==> src/design/qte_pkg.sv <==
package qte_pkg;

	// datapath widths
	localparam int CW = 36;
	localparam int AW = 34;
	localparam int DIV_STEPS = 31;
	localparam int SQRT_STEPS = 31;

	// constants in the fixed-point formats of the datapath
	localparam logic signed [AW-1:0] PI_Q28 = 34'sd843314857;
	localparam logic signed [15:0] PI_Q12 = 16'sd12868;
	localparam logic signed [CW-1:0] ONE_Q28 = 36'sd268435456;
	localparam logic [29:0] BOUND_K = 30'd536870805;

	localparam logic signed [AW-1:0] ATAN_Q28 [10] = '{
		34'sd210828714, 34'sd124459457, 34'sd65760959, 34'sd33381290, 34'sd16755422,
		34'sd8385879, 34'sd4193963, 34'sd2097109, 34'sd1048571, 34'sd524287
	};

	typedef struct packed {
		logic signed [15:0] quat_w;
		logic signed [15:0] quat_x;
		logic signed [15:0] quat_y;
		logic signed [15:0] quat_z;
	} quat_t;

	typedef enum logic [1:0] {
		LOCK_NONE = 2'd0,
		LOCK_POS = 2'd1,
		LOCK_NEG = 2'd2
	} lock_t;

	typedef struct packed {
		logic signed [15:0] yaw_angle;
		logic signed [15:0] pitch_angle;
		logic signed [15:0] roll_angle;
		lock_t lock_case;
	} euler_t;

	// restoring divider cell contents
	typedef struct packed {
		logic [62:0] rem;
		logic [32:0] den;
		logic [30:0] quo;
	} div_t;

	// integer square root cell contents
	typedef struct packed {
		logic [60:0] rad;
		logic [61:0] root;
	} sqrt_t;

	// vectoring cordic cell contents
	typedef struct packed {
		logic signed [CW-1:0] x;
		logic signed [CW-1:0] y;
		logic signed [AW-1:0] ang;
		logic hold;
	} cord_t;

	// data that rides alongside the divider and square root cells
	typedef struct packed {
		logic signed [CW-1:0] yaw_y;
		logic signed [CW-1:0] yaw_x;
		logic signed [CW-1:0] roll_y;
		logic signed [CW-1:0] roll_x;
		logic [30:0] mag;
		logic rneg;
		logic len_zero;
		lock_t lock;
	} side_t;

	typedef struct packed {
		lock_t lock;
		logic len_zero;
	} tag_t;

	// micro-rotation angle of one cordic cell, in Q.28
	function automatic logic signed [AW-1:0] stage_angle(input int i);
		logic [31:0] iu;
		iu = i;
		if (i < 10)
			return ATAN_Q28[iu[3:0]];
		else if (i <= 28)
			return 34'sd1 <<< (28 - i);
		else
			return '0;
	endfunction

	// quadrant fold ahead of the cordic cells; a zero y fixes the angle
	function automatic cord_t cord_pre(input logic signed [CW-1:0] y,
			input logic signed [CW-1:0] x);
		cord_t c;
		c.x = x;
		c.y = y;
		c.ang = '0;
		c.hold = 1'b0;
		if (y == '0) begin
			c.hold = 1'b1;
			c.ang = x[CW-1] ? PI_Q28 : '0;
		end else if (x[CW-1]) begin
			c.ang = y[CW-1] ? -PI_Q28 : PI_Q28;
			c.x = -x;
			c.y = -y;
		end
		return c;
	endfunction

	// Q.28 to Q4.12, round half up, saturate
	function automatic logic signed [15:0] to_field(input logic signed [CW-1:0] a);
		logic signed [CW:0] t;
		logic signed [CW-16:0] v;
		t = $signed({a[CW-1], a}) + $signed((CW+1)'(32768));
		v = t[CW:16];
		if (v > 32767)
			return 16'sh7fff;
		else if (v < -32768)
			return 16'sh8000;
		else
			return v[15:0];
	endfunction

endpackage

==> src/design/qte_sqrt_cell.sv <==
module qte_sqrt_cell #(
	parameter int STEP = 0
) (
	input logic clk,
	input logic en,
	input qte_pkg::sqrt_t d,
	output qte_pkg::sqrt_t q
);
	import qte_pkg::*;

	localparam logic [61:0] BITV = 62'd1 << (60 - 2 * STEP);

	logic [61:0] trial;
	logic take;
	sqrt_t nxt;
	sqrt_t res_q;

	// one root bit per cell, digit by digit
	assign trial = d.root + BITV;
	assign take = {1'b0, d.rad} >= trial;

	always_comb begin
		nxt.rad = d.rad;
		nxt.root = d.root >> 1;
		if (take) begin
			nxt.rad = d.rad - trial[60:0];
			nxt.root = (d.root >> 1) + BITV;
		end
	end

	always_ff @(posedge clk) begin
		if (en)
			res_q <= nxt;
	end

	assign q = res_q;

endmodule

==> config.mk <==
export PLATFORM = sky130hd
export DESIGN_NAME = qte_sqrt_cell
export DESIGN_NICKNAME = d
export VERILOG_FILES = /design/src/design/qte_pkg.sv /design/src/design/qte_sqrt_cell.sv
export SDC_FILE = /design/constraint.sdc
export NUM_CORES = 1
export LEC_CHECK = 0
export BUFFER_PORTS_ARGS = -buffer_cell sky130_fd_sc_hd__buf_4
export CAP_MARGIN = 30
export CORE_MARGIN = 1
export CORE_UTILIZATION = 40
export CTS_CLUSTER_SIZE = 12
export DETAILED_ROUTE_END_ITERATION = 12
export REMOVE_ABC_BUFFERS = 1
export SYNTH_ARGS = -nofsm -noshare
export SYNTH_HDL_FRONTEND = slang
export SYNTH_SLANG_ARGS = --single-unit
==> constraint.sdc <==
create_clock -name clk -period 7.85 [get_ports clk]
set_clock_uncertainty 0.05 [all_clocks]
set_input_delay 0.3925 -clock clk [delete_from_list [all_inputs] [get_ports clk]]
set_output_delay 0.3925 -clock clk [all_outputs]
set_load 0.01 [all_outputs]
==> results.md <==
- Setup TNS: 0 ns
- Crit path max fanout: 60
- Number of port buffers: 247
- Worst EP required: 7.98 ns
- Post-synthesis cell count: 886
- Hold_ws: 0.103 ns
- Number of routed nets with antenna violations: 0
- Final Max Slew Viols: 0
- Worst Max-Slew Pin Slew: 0.813 ns
- Clock power share: 35.7%
- GRT Overall Usage: 21.7%
- Setup ws final: 3.28 ns
- Synth top area share: 44.5%
- Hold Crit Class: in -> reg
- Crit path DAT: 4.69 ns
- GPL Wtd Cong: 0.879
- Post-synth EDFFs: 123
- H-tree depth: 4
- Part of the power in combinational logic: 27.3%
- Status: completed
- RSZ-0062 raised after global routing: false
- Hold Path Origin: d[32]
- Final setup violation count: 0
- Leakage: 4.81 nW
- Setup crit start kind: input pin
- Drt via density: 5.24
- Pint: 1.57 mW
- Non-filler cells, final: 1395
- Post-route cell area: 0.0109 sq mm
- FP Rows: 52
- Share of layout cells above drive strength 1: 26.1%
- Chip Width: 146 um
- Setup Buffers After CTS: 0
- Global-route wire length before repair: 36.7 mm
- Clock Sinks: 123
- Root buf cell: clkbuf_16
- I/O pins: 248
- Crit path from: d[16]
- Final Hold Viols: 0
- DP Worst Slack: 2.94 ns
- Clock Path Buffers: 2
- Tmin final: 4.57 ns
- Via count: 7307
- Peak supply drop: 162 uV
- DR DRC count: 0
- Most used DFF post-synth: edfxtp_1
- Crit path kind: in -> reg
- Yosys reg bits: 123
- Clock slew at reported path FFs: 0.06 ns
- Max Cap Viol: 0
- TritonCTS clock tree: built
- YS warnings: 0
- GRT Residual Overflow: 0
- Util after Layout: 53.8%
- N_diodes: 0
- Post-CTS resize count: 0
- Cell taking the most area after synthesis: edfxtp_1
- Final period util: 58.2%
- Hpwl dp: 18.2 mm
- Avg Inst Size Synth: 9.37 sq um
- Placed cells: 1363
- Core Region: 0.0203 sq mm
- Area Growth Syn to Fin: 31.4%
- Highest Clock Rate: 219 MHz
- CTS Buf Count: 17
- Final WL: 23.1 mm
- Initial Utilization: 40.9%
- Sw Pwr: 0.656 mW
- Synthesized area: 0.00831 sq mm
- Crit path to: q[80]
- Switching fraction of total power: 29.5%
- Starting DRT DRC Count: 428
- Largest net degree at the start of global routing: 64
- Power, Total: 2.22 mW
- Vias in the first global route: 7228
- Full die area: 0.0213 sq mm
- Area contributors post-synth: edfxtp_1 44%, ha_1 9.2%, a21oi_1 7.7%, nor2_1 4.7%, inv_1 3.2%
- Pwr dens: 204 mW/mm^2
- CP endpoint kind: flip-flop
- Drt wl/cell: 16.5 um
- Die height: 146 um
- Final nets: 1299
- Antenna violations before repair: 0
- Sequential power share: 37.0%
- Slew HR: 45.3%
- Yosys cell types: 62
- DP Area: 0.0103 sq mm
- Register area share after synthesis: 44.5%
- Synth async-reset ratio: 0%
- Hold buffers post-CTS: 0
- Max reg flops: 123
- DRT Pass-1 Iters: 5
[cell families (layout without fill, tap and decap cells)]
| group | after synthesis | after routing | synth area share [%] |
|---|---|---|---|
| AO/OA/AOI/OAI | 267 | 267 | 19.4 |
| XOR/XNOR | 56 | 56 | 5.91 |
| adder cells (fa/ha/maj) | 62 | 62 | 9.43 |
| buffers and inverters | 114 | 353 | 5.62 |
| flip-flops | 123 | 123 | 44.5 |
| multiplexers | 6 | 6 | 0.813 |
| AND/OR/NAND/NOR | 258 | 258 | 14.4 |
[placed cells by master, fill, tap and decap left out, types with 5 or more instances in the layout]
master and count:
a21oi_1 127, clkbuf_16 17, nor2_1 104, a31oi_1 10, o21a_1 10, inv_1 71, nand4_1 20, ha_1 61
edfxtp_1 123, xnor2_1 30, mux2_2 6, nand2b_1 12, nor3_1 7, o21bai_1 7, o31ai_1 5, xor2_1 26
nand3_1 10, buf_4 249, nand2_1 70, a211oi_1 5, o21ai_0 41, nor4_1 6, o211ai_1 7, a21o_1 29
[cell usage after synthesis (13+ instances only)]
master	instances
nand4_1	20
xor2_1	26
a21o_1	30
nor2_1	104
clkbuf_1	27
o21ai_0	41
ha_1	61
buf_2	13
edfxtp_1	123
a21oi_1	127
inv_1	71
xnor2_1	30
nand2_1	70
[per-layer routing]
layer | GRT usage [%] | routed length [um] | vias up
li1 | - | - | 3664
met1 | 28.3 | 10500 | 3386
met2 | 35.4 | 10600 | 231
met3 | 6.13 | 1600 | 26
met4 | 5.89 | 372 | 0
met5 | 0 | 0 | -
[worst max-delay path, cell delays in order]
cell     delay, ns
buf_4         0.08
inv_1         0.04
ha_1          0.42
and3_1        0.27
nand2_1       0.12
nor4b_1       0.41
o21ai_0       0.28
a21oi_1       0.20
nor3_1        0.13
o31ai_1       0.69
a21o_4        0.62
buf_4         0.56
mux2_2        0.40
[power groups by stage]
stage	clock (mW)	sequential, mW	combinational, mW
after floorplan	0	0.872	0.314
after detailed placement	0	0.837	0.606
after global routing	0.827	0.829	0.668
final	0.793	0.823	0.608
after CTS	0.806	0.824	0.609
after global placement	0	0.835	0.605
[worst min path at each step]
stage / endpoint / slack (ns) / depth (start not counted)
after detailed placement: q[33] / 0.53 / 1
after CTS: q[56] / 0.09 / 1
final: q[31] / 0.10 / 1
after floorplan: q[0] / 0.44 / 0
after global placement: q[53] / 0.53 / 1
after global routing: q[23] / 0.09 / 1
[layout make-up]
class                      instances  area, sq um
timing repair buffer             250         1880
tap                              270          338
sequential                       123         3690
clock inverter                    14          154
multi-input combinational        649         4150
inverter                          71          267
clock buffer                      18          429
fill                            1926         9390
(Power assumes the default switching activity.)
