===== config.mk =====
export PLATFORM = sky130hd
export DESIGN_NAME = qte_cordic_cell
export DESIGN_NICKNAME = d
export VERILOG_FILES = /design/src/design/qte_pkg.sv /design/src/design/qte_cordic_cell.sv
export SDC_FILE = /design/constraint.sdc
export NUM_CORES = 1
export LEC_CHECK = 0
export ABC_AREA = 1
export BUFFER_PORTS_ARGS = -buffer_cell sky130_fd_sc_hd__buf_2
export CORE_AREA = 2 2 165 167
export DETAILED_ROUTE_END_ITERATION = 10
export DIE_AREA = 0 0 167 169
export PLACE_DENSITY = 0.84
export RECOVER_POWER = 50
export SYNTH_ARGS = -nofsm -noshare
export SYNTH_HDL_FRONTEND = slang
export SYNTH_SLANG_ARGS = --single-unit

===== constraint.sdc =====
create_clock -name clk -period 3.1 [get_ports clk]
set_input_delay 0.465 -clock clk [delete_from_list [all_inputs] [get_ports clk]]
set_output_delay 0.465 -clock clk [all_outputs]
set_load 0.02 [all_outputs]

===== src/design/qte_pkg.sv =====
package qte_pkg;

	// datapath widths
	localparam int CW = 36;
	localparam int AW = 34;
	localparam int DIV_STEPS = 31;
	localparam int SQRT_STEPS = 31;

	// constants in the fixed-point formats of the datapath
	localparam logic signed [AW-1:0] PI_Q28 = 34'sd843314857;
	localparam logic signed [15:0] PI_Q12 = 16'sd12868;
	localparam logic signed [CW-1:0] ONE_Q28 = 36'sd268435456;
	localparam logic [29:0] BOUND_K = 30'd536870805;

	localparam logic signed [AW-1:0] ATAN_Q28 [10] = '{
		34'sd210828714, 34'sd124459457, 34'sd65760959, 34'sd33381290, 34'sd16755422,
		34'sd8385879, 34'sd4193963, 34'sd2097109, 34'sd1048571, 34'sd524287
	};

	typedef struct packed {
		logic signed [15:0] quat_w;
		logic signed [15:0] quat_x;
		logic signed [15:0] quat_y;
		logic signed [15:0] quat_z;
	} quat_t;

	typedef enum logic [1:0] {
		LOCK_NONE = 2'd0,
		LOCK_POS = 2'd1,
		LOCK_NEG = 2'd2
	} lock_t;

	typedef struct packed {
		logic signed [15:0] yaw_angle;
		logic signed [15:0] pitch_angle;
		logic signed [15:0] roll_angle;
		lock_t lock_case;
	} euler_t;

	// restoring divider cell contents
	typedef struct packed {
		logic [62:0] rem;
		logic [32:0] den;
		logic [30:0] quo;
	} div_t;

	// integer square root cell contents
	typedef struct packed {
		logic [60:0] rad;
		logic [61:0] root;
	} sqrt_t;

	// vectoring cordic cell contents
	typedef struct packed {
		logic signed [CW-1:0] x;
		logic signed [CW-1:0] y;
		logic signed [AW-1:0] ang;
		logic hold;
	} cord_t;

	// data that rides alongside the divider and square root cells
	typedef struct packed {
		logic signed [CW-1:0] yaw_y;
		logic signed [CW-1:0] yaw_x;
		logic signed [CW-1:0] roll_y;
		logic signed [CW-1:0] roll_x;
		logic [30:0] mag;
		logic rneg;
		logic len_zero;
		lock_t lock;
	} side_t;

	typedef struct packed {
		lock_t lock;
		logic len_zero;
	} tag_t;

	// micro-rotation angle of one cordic cell, in Q.28
	function automatic logic signed [AW-1:0] stage_angle(input int i);
		logic [31:0] iu;
		iu = i;
		if (i < 10)
			return ATAN_Q28[iu[3:0]];
		else if (i <= 28)
			return 34'sd1 <<< (28 - i);
		else
			return '0;
	endfunction

	// quadrant fold ahead of the cordic cells; a zero y fixes the angle
	function automatic cord_t cord_pre(input logic signed [CW-1:0] y,
			input logic signed [CW-1:0] x);
		cord_t c;
		c.x = x;
		c.y = y;
		c.ang = '0;
		c.hold = 1'b0;
		if (y == '0) begin
			c.hold = 1'b1;
			c.ang = x[CW-1] ? PI_Q28 : '0;
		end else if (x[CW-1]) begin
			c.ang = y[CW-1] ? -PI_Q28 : PI_Q28;
			c.x = -x;
			c.y = -y;
		end
		return c;
	endfunction

	// Q.28 to Q4.12, round half up, saturate
	function automatic logic signed [15:0] to_field(input logic signed [CW-1:0] a);
		logic signed [CW:0] t;
		logic signed [CW-16:0] v;
		t = $signed({a[CW-1], a}) + $signed((CW+1)'(32768));
		v = t[CW:16];
		if (v > 32767)
			return 16'sh7fff;
		else if (v < -32768)
			return 16'sh8000;
		else
			return v[15:0];
	endfunction

endpackage


===== src/design/qte_cordic_cell.sv =====
module qte_cordic_cell #(
	parameter int STAGE = 0
) (
	input logic clk,
	input logic en,
	input qte_pkg::cord_t d,
	output qte_pkg::cord_t q
);
	import qte_pkg::*;

	localparam logic signed [AW-1:0] ANG = stage_angle(STAGE);

	logic signed [CW-1:0] xs;
	logic signed [CW-1:0] ys;
	cord_t nxt;
	cord_t res_q;

	assign xs = d.x >>> STAGE;
	assign ys = d.y >>> STAGE;

	// rotate towards y = 0, accumulating the angle
	always_comb begin
		nxt = d;
		if (!d.hold) begin
			if (!d.y[CW-1]) begin
				nxt.x = d.x + ys;
				nxt.y = d.y - xs;
				nxt.ang = d.ang + ANG;
			end else begin
				nxt.x = d.x - ys;
				nxt.y = d.y + xs;
				nxt.ang = d.ang - ANG;
			end
		end
	end

	always_ff @(posedge clk) begin
		if (en)
			res_q <= nxt;
	end

	assign q = res_q;

endmodule


==> out/qor.csv <==
stage,metric,value,unit
clocking,htreeDepth,3,
logic_synthesis,yosys.area.top_type,edfxtp_1,
placed_design,gp_congestion,1.07,
run_status,violations,"max-capacitance violations, max-slew violations",
power,ir_worst_vdd,223,uV
sta,fin_setup_tns,0,ps
routing,initialDrtViolationCount,2128,
logic_synthesis,synth-seq-cells,107,
logic_synthesis,async_flop_share,0,
routing,drc_errors,0,
routing,final_antenna_net_count,0,
finish,fin_nets,2714,
sta,worst_slew_pin_slew,1850,ps
sta,finalHoldViolations,0,
logic_synthesis,synth_top_family_by_area,simple AND/OR/NAND/NOR gates,
clocking,holdBufCountCts,0,
worst_setup_path,worstSetupEndpointType,register,
worst_setup_path,crit_arrival,2920,ps
clocking,cts_setup_buffers,0,
sta,slew-limit-headroom,-0.233,
logic_synthesis,synth_top_area_share,0.228,
finish,post-route-util,0.596,
logic_synthesis,syn-mean-instance-area,6.26,um2
logic_synthesis,synthTopCellsByArea,"edfxtp_1 (23%), nand2_1 (19%), ha_1 (12%)",
logic_synthesis,yosys_warnings,0,
floorplan,rows,60,
worst_setup_path,crit_required,3300,ps
sta,rsz0062_at_grt,no,
finish,drive_above_1_share,0.116,
sta,max_freq,368,MHz
sta,setup_viol,0,
floorplan,initial_core_util,0.532,
sta,period_share,0.877,
sta,finalMaxSlewViolations,39,
floorplan,io-pin-count,216,
clocking,cts_buffers,9,
clocking,cts-root-buf,clkbuf_16,
floorplan,die_h,169,um
logic_synthesis,synth_edf_count,107,
logic_synthesis,synth_flop_cell,edfxtp_1,
finish,area_growth,12.1,%
logic_synthesis,synth_cells,2253,
global_routing,gr-total-overflow,0,
power,p_leak,0.00814,uW
logic_synthesis,synth_compound_area_frac,0.153,
sta,hold_ws,266,ps
logic_synthesis,synth_nets,2506,
worst_setup_path,path_class,input pin to register,
worst_hold_path,min_path_type,input pin to register,
logic_synthesis,synth_cell_types,47,
global_routing,grt_pass1_vias,15447,
placed_design,io_buffers,215,
clocking,clk_pin_slew,80,ps
global_routing,antenna_found_initial,2,
sta,fin_crit,2720,ps
routing,via_count,16237,
routing,first_pass_iters,8,
clocking,clk_path_buf_depth,2,
run,drv_cap,1,
logic_synthesis,netlist_area,14100,um2
logic_synthesis,synth_seq_area_share,0.228,
routing,viasPerCell,5.78,
worst_setup_path,worstSetupStartpointType,input pin,
placed_design,dp_hpwl,45900,um
floorplan,dieArea,28200,um2
logic_synthesis,synth_fa_ha_area_frac,0.130,
run_status,status,"finished, violations left",
logic_synthesis,synth_xor_area_frac,0.0267,
floorplan,die_x,167,um
power,power_density,378,nW/um2
global_routing,grt_pass1_wl,83700,um
global_routing,grt_max_degree,77,
worst_setup_path,crit_fanout,38,
logic_synthesis,synth_mux_area_frac,0,
finish,largest_register_ffs,107,
routing,wl_per_cell,19.9,um
clocking,cts-resized-gates,0,
floorplan,core,26500,um2
clocking,cts_tree,yes,
global_routing,gr-usage-all-layers,0.383,
clocking,cts.sinks,107,
logic_synthesis,synth-simple-area-share,0.352,
routing,routed_wl,55800,um
[critical path, stage by stage]
cell	delay, ps
buf_2	150
inv_2	320
buf_4	530
nor2_1	270
inv_2	640
o22ai_1	270
a21oi_1	240
[layout make-up]
| cell class | instances | area (um2) |
|---|---|---|
| Antenna cell | 2 | 5.00 |
| Fill cell | 2637 | 10700 |
| Sequential cell | 107 | 3210 |
| Multi-Input combinational cell | 1769 | 9340 |
| Tap cell | 341 | 427 |
| Inverter | 314 | 1180 |
| Clock inverter | 6 | 61.3 |
| Clock buffer | 9 | 225 |
| Timing Repair Buffer | 260 | 1350 |
[power by group]
| part | switching [uW] | total (uW) | internal, uW |
|---|---|---|---|
| clock | 676 | 1240 | 564 |
| sequential | 52.0 | 1860 | 1810 |
| combinational | 2000 | 2870 | 869 |
| total | 2730 | 5970 | 3240 |
[cell usage after synthesis, drive strengths merged (2+ instances only)]
master	count
xnor2	3
o211ai	10
o221ai	5
nor2	257
nand3b	2
nand2	704
o21a	6
and2	7
o21ai	132
a21oi	166
inv	314
o22ai	10
nor3	24
nor4	3
nand3	170
ha	140
a21boi	9
xor2	40
a21o	10
edfxtp	107
a31oi	12
nand4	13
fa	4
buf	43
clkbuf	20
o21bai	23
or2	16
[cell families (layout without fill, tap and decap cells)]
kind of cell,after synthesis,count (layout)
other cells,0,2
xor+xnor,43,43
simple gates,1196,1196
compound gates,386,386
buf+inv,377,589
flops,107,107
fa+ha+maj,144,144
[metal layers]
layer / global-route usage / up-vias / routed length (um)
met2: 0.622 / 909 / 25000
met4: 0.164 / 0 / 2420
met1: 0.508 / 7464 / 23000
li1: - / 7703 / -
met3: 0.0573 / 161 / 5360
met5: 0 / - / 0
[through the flow]
step	power [uW]	instance area (um2)	instances	setup slack [ps]
floorplan	3710	14100	2253	78.2
global placement	4660	15600	2791	99.4
finish	5970	15800	2808	382
global route	6260	15800	2808	294
detailed placement	4690	15600	2791	154
CTS	5910	15900	2806	542
[cells in the final DEF, fill, tap and decap left out, types with 15 or more instances in the layout]
master    netlist  final
a21oi_1       165    165
buf_2          12    165
buf_4          21     40
clkbuf_1       20     52
edfxtp_1      107    107
ha_1          140    140
inv_1         306    305
nand2_1       697    697
nand3_1       165    165
nor2_1        240    240
nor3_1         22     22
o21ai_0       118    118
o21bai_1       23     23
or2_2          15     15
xor2_1         40     40
[worst paths after layout]
path                  start         endpoint  slack (ps)  depth (start not counted)
worst min-delay path   d[1]   q[1]$_DFFE_PP_         270                          1
worst max-delay path  d[70]  q[44]$_DFFE_PP_         380                          7
No activity file was read; power rests on OpenSTA's default activity.
