## config.mk

```make
export PLATFORM = sky130hd
export DESIGN_NAME = qte_div_cell
export DESIGN_NICKNAME = d
export VERILOG_FILES = /design/src/design/qte_pkg.sv /design/src/design/qte_div_cell.sv
export SDC_FILE = /design/constraint.sdc
export NUM_CORES = 1
export LEC_CHECK = 0
export BUFFER_PORTS_ARGS = -buffer_cell sky130_fd_sc_hd__buf_2
export CAP_MARGIN = 40
export CORE_MARGIN = 5
export CORE_UTILIZATION = 24
export CTS_CLUSTER_SIZE = 10
export DETAILED_ROUTE_END_ITERATION = 10
export PLACE_DENSITY = 0.5
export SYNTH_ARGS = -nofsm -noshare
export SYNTH_HDL_FRONTEND = slang
export SYNTH_SLANG_ARGS = --single-unit
```

## constraint.sdc

```tcl
create_clock -name clk -period 4.3 [get_ports clk]
set_clock_uncertainty 0.05 [all_clocks]
set_input_delay 0.86 -clock clk [delete_from_list [all_inputs] [get_ports clk]]
set_output_delay 0.86 -clock clk [all_outputs]
set_load 0.02 [all_outputs]
```

## src/design/qte_pkg.sv

```systemverilog
package qte_pkg;

	// datapath widths
	localparam int CW = 36;
	localparam int AW = 34;
	localparam int DIV_STEPS = 31;
	localparam int SQRT_STEPS = 31;

	// constants in the fixed-point formats of the datapath
	localparam logic signed [AW-1:0] PI_Q28 = 34'sd843314857;
	localparam logic signed [15:0] PI_Q12 = 16'sd12868;
	localparam logic signed [CW-1:0] ONE_Q28 = 36'sd268435456;
	localparam logic [29:0] BOUND_K = 30'd536870805;

	localparam logic signed [AW-1:0] ATAN_Q28 [10] = '{
		34'sd210828714, 34'sd124459457, 34'sd65760959, 34'sd33381290, 34'sd16755422,
		34'sd8385879, 34'sd4193963, 34'sd2097109, 34'sd1048571, 34'sd524287
	};

	typedef struct packed {
		logic signed [15:0] quat_w;
		logic signed [15:0] quat_x;
		logic signed [15:0] quat_y;
		logic signed [15:0] quat_z;
	} quat_t;

	typedef enum logic [1:0] {
		LOCK_NONE = 2'd0,
		LOCK_POS = 2'd1,
		LOCK_NEG = 2'd2
	} lock_t;

	typedef struct packed {
		logic signed [15:0] yaw_angle;
		logic signed [15:0] pitch_angle;
		logic signed [15:0] roll_angle;
		lock_t lock_case;
	} euler_t;

	// restoring divider cell contents
	typedef struct packed {
		logic [62:0] rem;
		logic [32:0] den;
		logic [30:0] quo;
	} div_t;

	// integer square root cell contents
	typedef struct packed {
		logic [60:0] rad;
		logic [61:0] root;
	} sqrt_t;

	// vectoring cordic cell contents
	typedef struct packed {
		logic signed [CW-1:0] x;
		logic signed [CW-1:0] y;
		logic signed [AW-1:0] ang;
		logic hold;
	} cord_t;

	// data that rides alongside the divider and square root cells
	typedef struct packed {
		logic signed [CW-1:0] yaw_y;
		logic signed [CW-1:0] yaw_x;
		logic signed [CW-1:0] roll_y;
		logic signed [CW-1:0] roll_x;
		logic [30:0] mag;
		logic rneg;
		logic len_zero;
		lock_t lock;
	} side_t;

	typedef struct packed {
		lock_t lock;
		logic len_zero;
	} tag_t;

	// micro-rotation angle of one cordic cell, in Q.28
	function automatic logic signed [AW-1:0] stage_angle(input int i);
		logic [31:0] iu;
		iu = i;
		if (i < 10)
			return ATAN_Q28[iu[3:0]];
		else if (i <= 28)
			return 34'sd1 <<< (28 - i);
		else
			return '0;
	endfunction

	// quadrant fold ahead of the cordic cells; a zero y fixes the angle
	function automatic cord_t cord_pre(input logic signed [CW-1:0] y,
			input logic signed [CW-1:0] x);
		cord_t c;
		c.x = x;
		c.y = y;
		c.ang = '0;
		c.hold = 1'b0;
		if (y == '0) begin
			c.hold = 1'b1;
			c.ang = x[CW-1] ? PI_Q28 : '0;
		end else if (x[CW-1]) begin
			c.ang = y[CW-1] ? -PI_Q28 : PI_Q28;
			c.x = -x;
			c.y = -y;
		end
		return c;
	endfunction

	// Q.28 to Q4.12, round half up, saturate
	function automatic logic signed [15:0] to_field(input logic signed [CW-1:0] a);
		logic signed [CW:0] t;
		logic signed [CW-16:0] v;
		t = $signed({a[CW-1], a}) + $signed((CW+1)'(32768));
		v = t[CW:16];
		if (v > 32767)
			return 16'sh7fff;
		else if (v < -32768)
			return 16'sh8000;
		else
			return v[15:0];
	endfunction

endpackage

```

## src/design/qte_div_cell.sv

```systemverilog
module qte_div_cell #(
	parameter int BIT = 0
) (
	input logic clk,
	input logic en,
	input qte_pkg::div_t d,
	output qte_pkg::div_t q
);
	import qte_pkg::*;

	logic [63:0] trial;
	logic take;
	div_t nxt;
	div_t res_q;

	// one quotient bit: subtract the shifted divisor where it fits
	assign trial = {31'd0, d.den} << BIT;
	assign take = {1'b0, d.rem} >= trial;

	always_comb begin
		nxt = d;
		nxt.quo[BIT] = take;
		if (take)
			nxt.rem = d.rem - trial[62:0];
	end

	always_ff @(posedge clk) begin
		if (en)
			res_q <= nxt;
	end

	assign q = res_q;

endmodule

```

==> impl_metrics.json <==
{
  "status": "finished, final reports clean",
  "cts_tree": "done",
  "initial_core_util_pct": 24.4,
  "synth.distinct_cells": 62,
  "cpLargestDelayFamily": "compound AO/OA/AOI/OAI gates",
  "rsz0062_at_grt": "no",
  "yosysWarningCount": 0,
  "slew_headroom_pct": 45.4,
  "cp.arrival_ns": 3.87,
  "swShare_pct": 30.3,
  "dr.pass1.iters": 5,
  "required_ns": 4.43,
  "netlist.area_leader.share_pct": 52.7,
  "placed_area_um2": 9240,
  "syn_area_per_cell_um2": 10.7,
  "vias_per_cell": 4.60,
  "yosysTopAreaCell": "edfxtp_1",
  "drt_wl_total_mm": 24.3,
  "path_depth": 14,
  "design_area_um2": 9730,
  "synth_area_um2": 7240,
  "drive_gt1_share_pct": 34.4,
  "grt_max_degree": 79,
  "antenna_cells": 0,
  "yosysSeqAreaShare_pct": 52.7,
  "leakage_nw": 4.01,
  "die_area_um2": 33700,
  "final_common_cell": "buf_2",
  "finalCritPeriodShare_pct": 87.1,
  "syn_to_final_growth_pct": 34.4,
  "rows": 63,
  "multi_input_area_um2": 3130,
  "fmax_mhz": 267,
  "p_clk_share_pct": 34.5,
  "die_x_um": 184,
  "grt_pass1_vias": 6235,
  "port_buffers": 254,
  "clock-root-buffer": "clkbuf_16",
  "ir_drop_uv": 268,
  "cts_setup_buffers": 0,
  "mostFrequentLayoutCells": "253 x buf_2, 127 x edfxtp_1, 64 x nand2_1",
  "postCtsHoldBufs": 0,
  "fillers": 3104,
  "ios": 256,
  "crit_type": "in -> reg",
  "crit_path_max_incr_delay_ns": 0.54,
  "antenna_found_initial": 4,
  "crit_buf_inv": 4,
  "grt_pass1_wl_mm": 36.0,
  "regArea_um2": 3810,
  "post-route-drc-count": 0,
  "drtAntennaViolNets": 0,
  "power_mw": 3.66,
  "power_density_nw_per_um2": 376,
  "async_flop_share_pct": 0,
  "p_seq_share_pct": 42.2,
  "setup_violations": 0,
  "synth_top_cells_by_area": "edfxtp_1 53%, ha_1 5.9%, xor2_1 3.8%, o21ai_0 3.7%, nand2_1 3.3%",
  "cp_slowest_cell": "nor3_1",
  "core_um2": 29700,
  "worst_pin_slew_ns": 0.815,
  "cpMostUsedCell": "inv_1",
  "drt_iter0_drc": 406,
  "die_y_um": 184,
  "slew_violations": 0,
  "numCtsBuffers": 17,
  "post_cts_resized": 0,
  "cp_max_fo": 3,
  "cp-start-kind": "primary input",
  "maxCapViolations": 0,
  "vias": 6290,
  "min_period_ns": 3.74,
  "synth_edf_count": 127,
  "endpoint_kind": "flop",
  "clockBufferDepth": 2,
  "path_clk_slew_ns": 0.05,
  "cts.sinks": 127,
  "grt_overflow": 0,
  "power_frac_comb_pct": 23.3,
  "ys.flop_type": "edfxtp_1",
  "syn_inst": 677,
  "globalRouteTotalUtil_pct": 13.9,
  "final_nets": 1130,
  "fin_tns_setup_ns": 0,
  "wl_per_cell_um": 17.8,
  "htree_levels": 4,
  "holdPathStages": 1,
  "p_int_mw": 2.55,
  "power_switching_mw": 1.11,
  "ys_ff_latch": 127,
  "largest_reg_flops": 127,
  "synth.net_count": 841,
  "gp_congestion": 0.846,
  "dp_hpwl_mm": 19.2,
  "critical_path.cell_chain": "buf_2, inv_1, ha_1, inv_1, fa_1, a21o_1, a311o_1, a21oi_1, buf_4, and2_1, o311ai_0, nor3_1, nand3_1, xnor2_1",
  "hold_path.class": "in -> reg",
  "hold_violations": 0
}
## synthesized netlist by cell type, types with 3 or more instances
| library cell | instances |
|---|---|
| edfxtp_1 | 127 |
| nand2_1 | 64 |
| o21ai_0 | 54 |
| inv_1 | 43 |
| a21oi_1 | 42 |
| nor2_1 | 38 |
| ha_1 | 34 |
| nor3_1 | 32 |
| xor2_1 | 31 |
| clkbuf_1 | 27 |
| xnor2_1 | 27 |
| nand3_1 | 14 |
| nand4_1 | 14 |
| nor4_1 | 13 |
| a21o_1 | 9 |
| or3_1 | 7 |
| nand2b_1 | 6 |
| o21a_1 | 6 |
| or4_1 | 6 |
| a211oi_1 | 5 |
| a31oi_1 | 5 |
| and4_1 | 5 |
| o211ai_1 | 5 |
| a21boi_0 | 4 |
| and2_1 | 4 |
| o21bai_1 | 4 |
| and3_1 | 3 |
| nand4b_1 | 3 |
| o2111ai_1 | 3 |
| or2_2 | 3 |
## kinds of logic after synthesis
family / after synthesis / share of synthesized area, %
XOR/XNOR: 58 / 7.02
AO/OA/AOI/OAI: 158 / 13.7
AND/OR/NAND/NOR: 224 / 16.2
flip-flops: 127 / 52.7
buffers and inverters: 74 / 4.06
multiplexers: 1 / 0.156
adder cells (fa/ha/maj): 35 / 6.15
## power groups by stage
stage	Sequential, mW	Clock [mW]	Combinational [mW]
floorplan	1.74	0	0.319
global placement	1.57	0	0.857
detailed placement	1.57	0	0.859
CTS	1.55	1.31	0.864
global route	1.56	1.36	0.934
finish	1.54	1.26	0.853
## through the flow
step           utilization [%]  std cells  hold slack [ns]  setup slack (ns)
6_report                  32.7       1368            0.559             0.556
5_1_grt                   32.7       1368            0.534             0.254
4_1_cts                   32.7       1368            0.532             0.492
3_5_place_dp              31.1       1337            0.988            0.0516
3_3_place_gp              31.1       1336            0.987            0.0381
2_1_floorplan                -        677            0.909             0.679
## cell type report
cell class	instances	share of cell area, %
Sequential cell	127	39.2
Multi-Input combinational cell	476	32.2
Timing Repair Buffer	301	16.9
Tap cell	390	5.02
Clock buffer	22	4.57
Inverter	43	1.66
Clock inverter	9	0.476
## metal layers
metal  GRT usage (%)  routed length (um)  vias up
met5               0                  42        -
li1                -                   -     3118
met3            3.64                1570       32
met2            22.5               11300      204
met4            4.62                 450        8
met1            18.2               10900     2928
## worst paths after layout
path                      to  slack [ns]   from
worst max-delay path  q[116]        0.56  d[64]
worst min-delay path   q[15]        0.56  d[15]
Power figures use the tool's default switching activity.
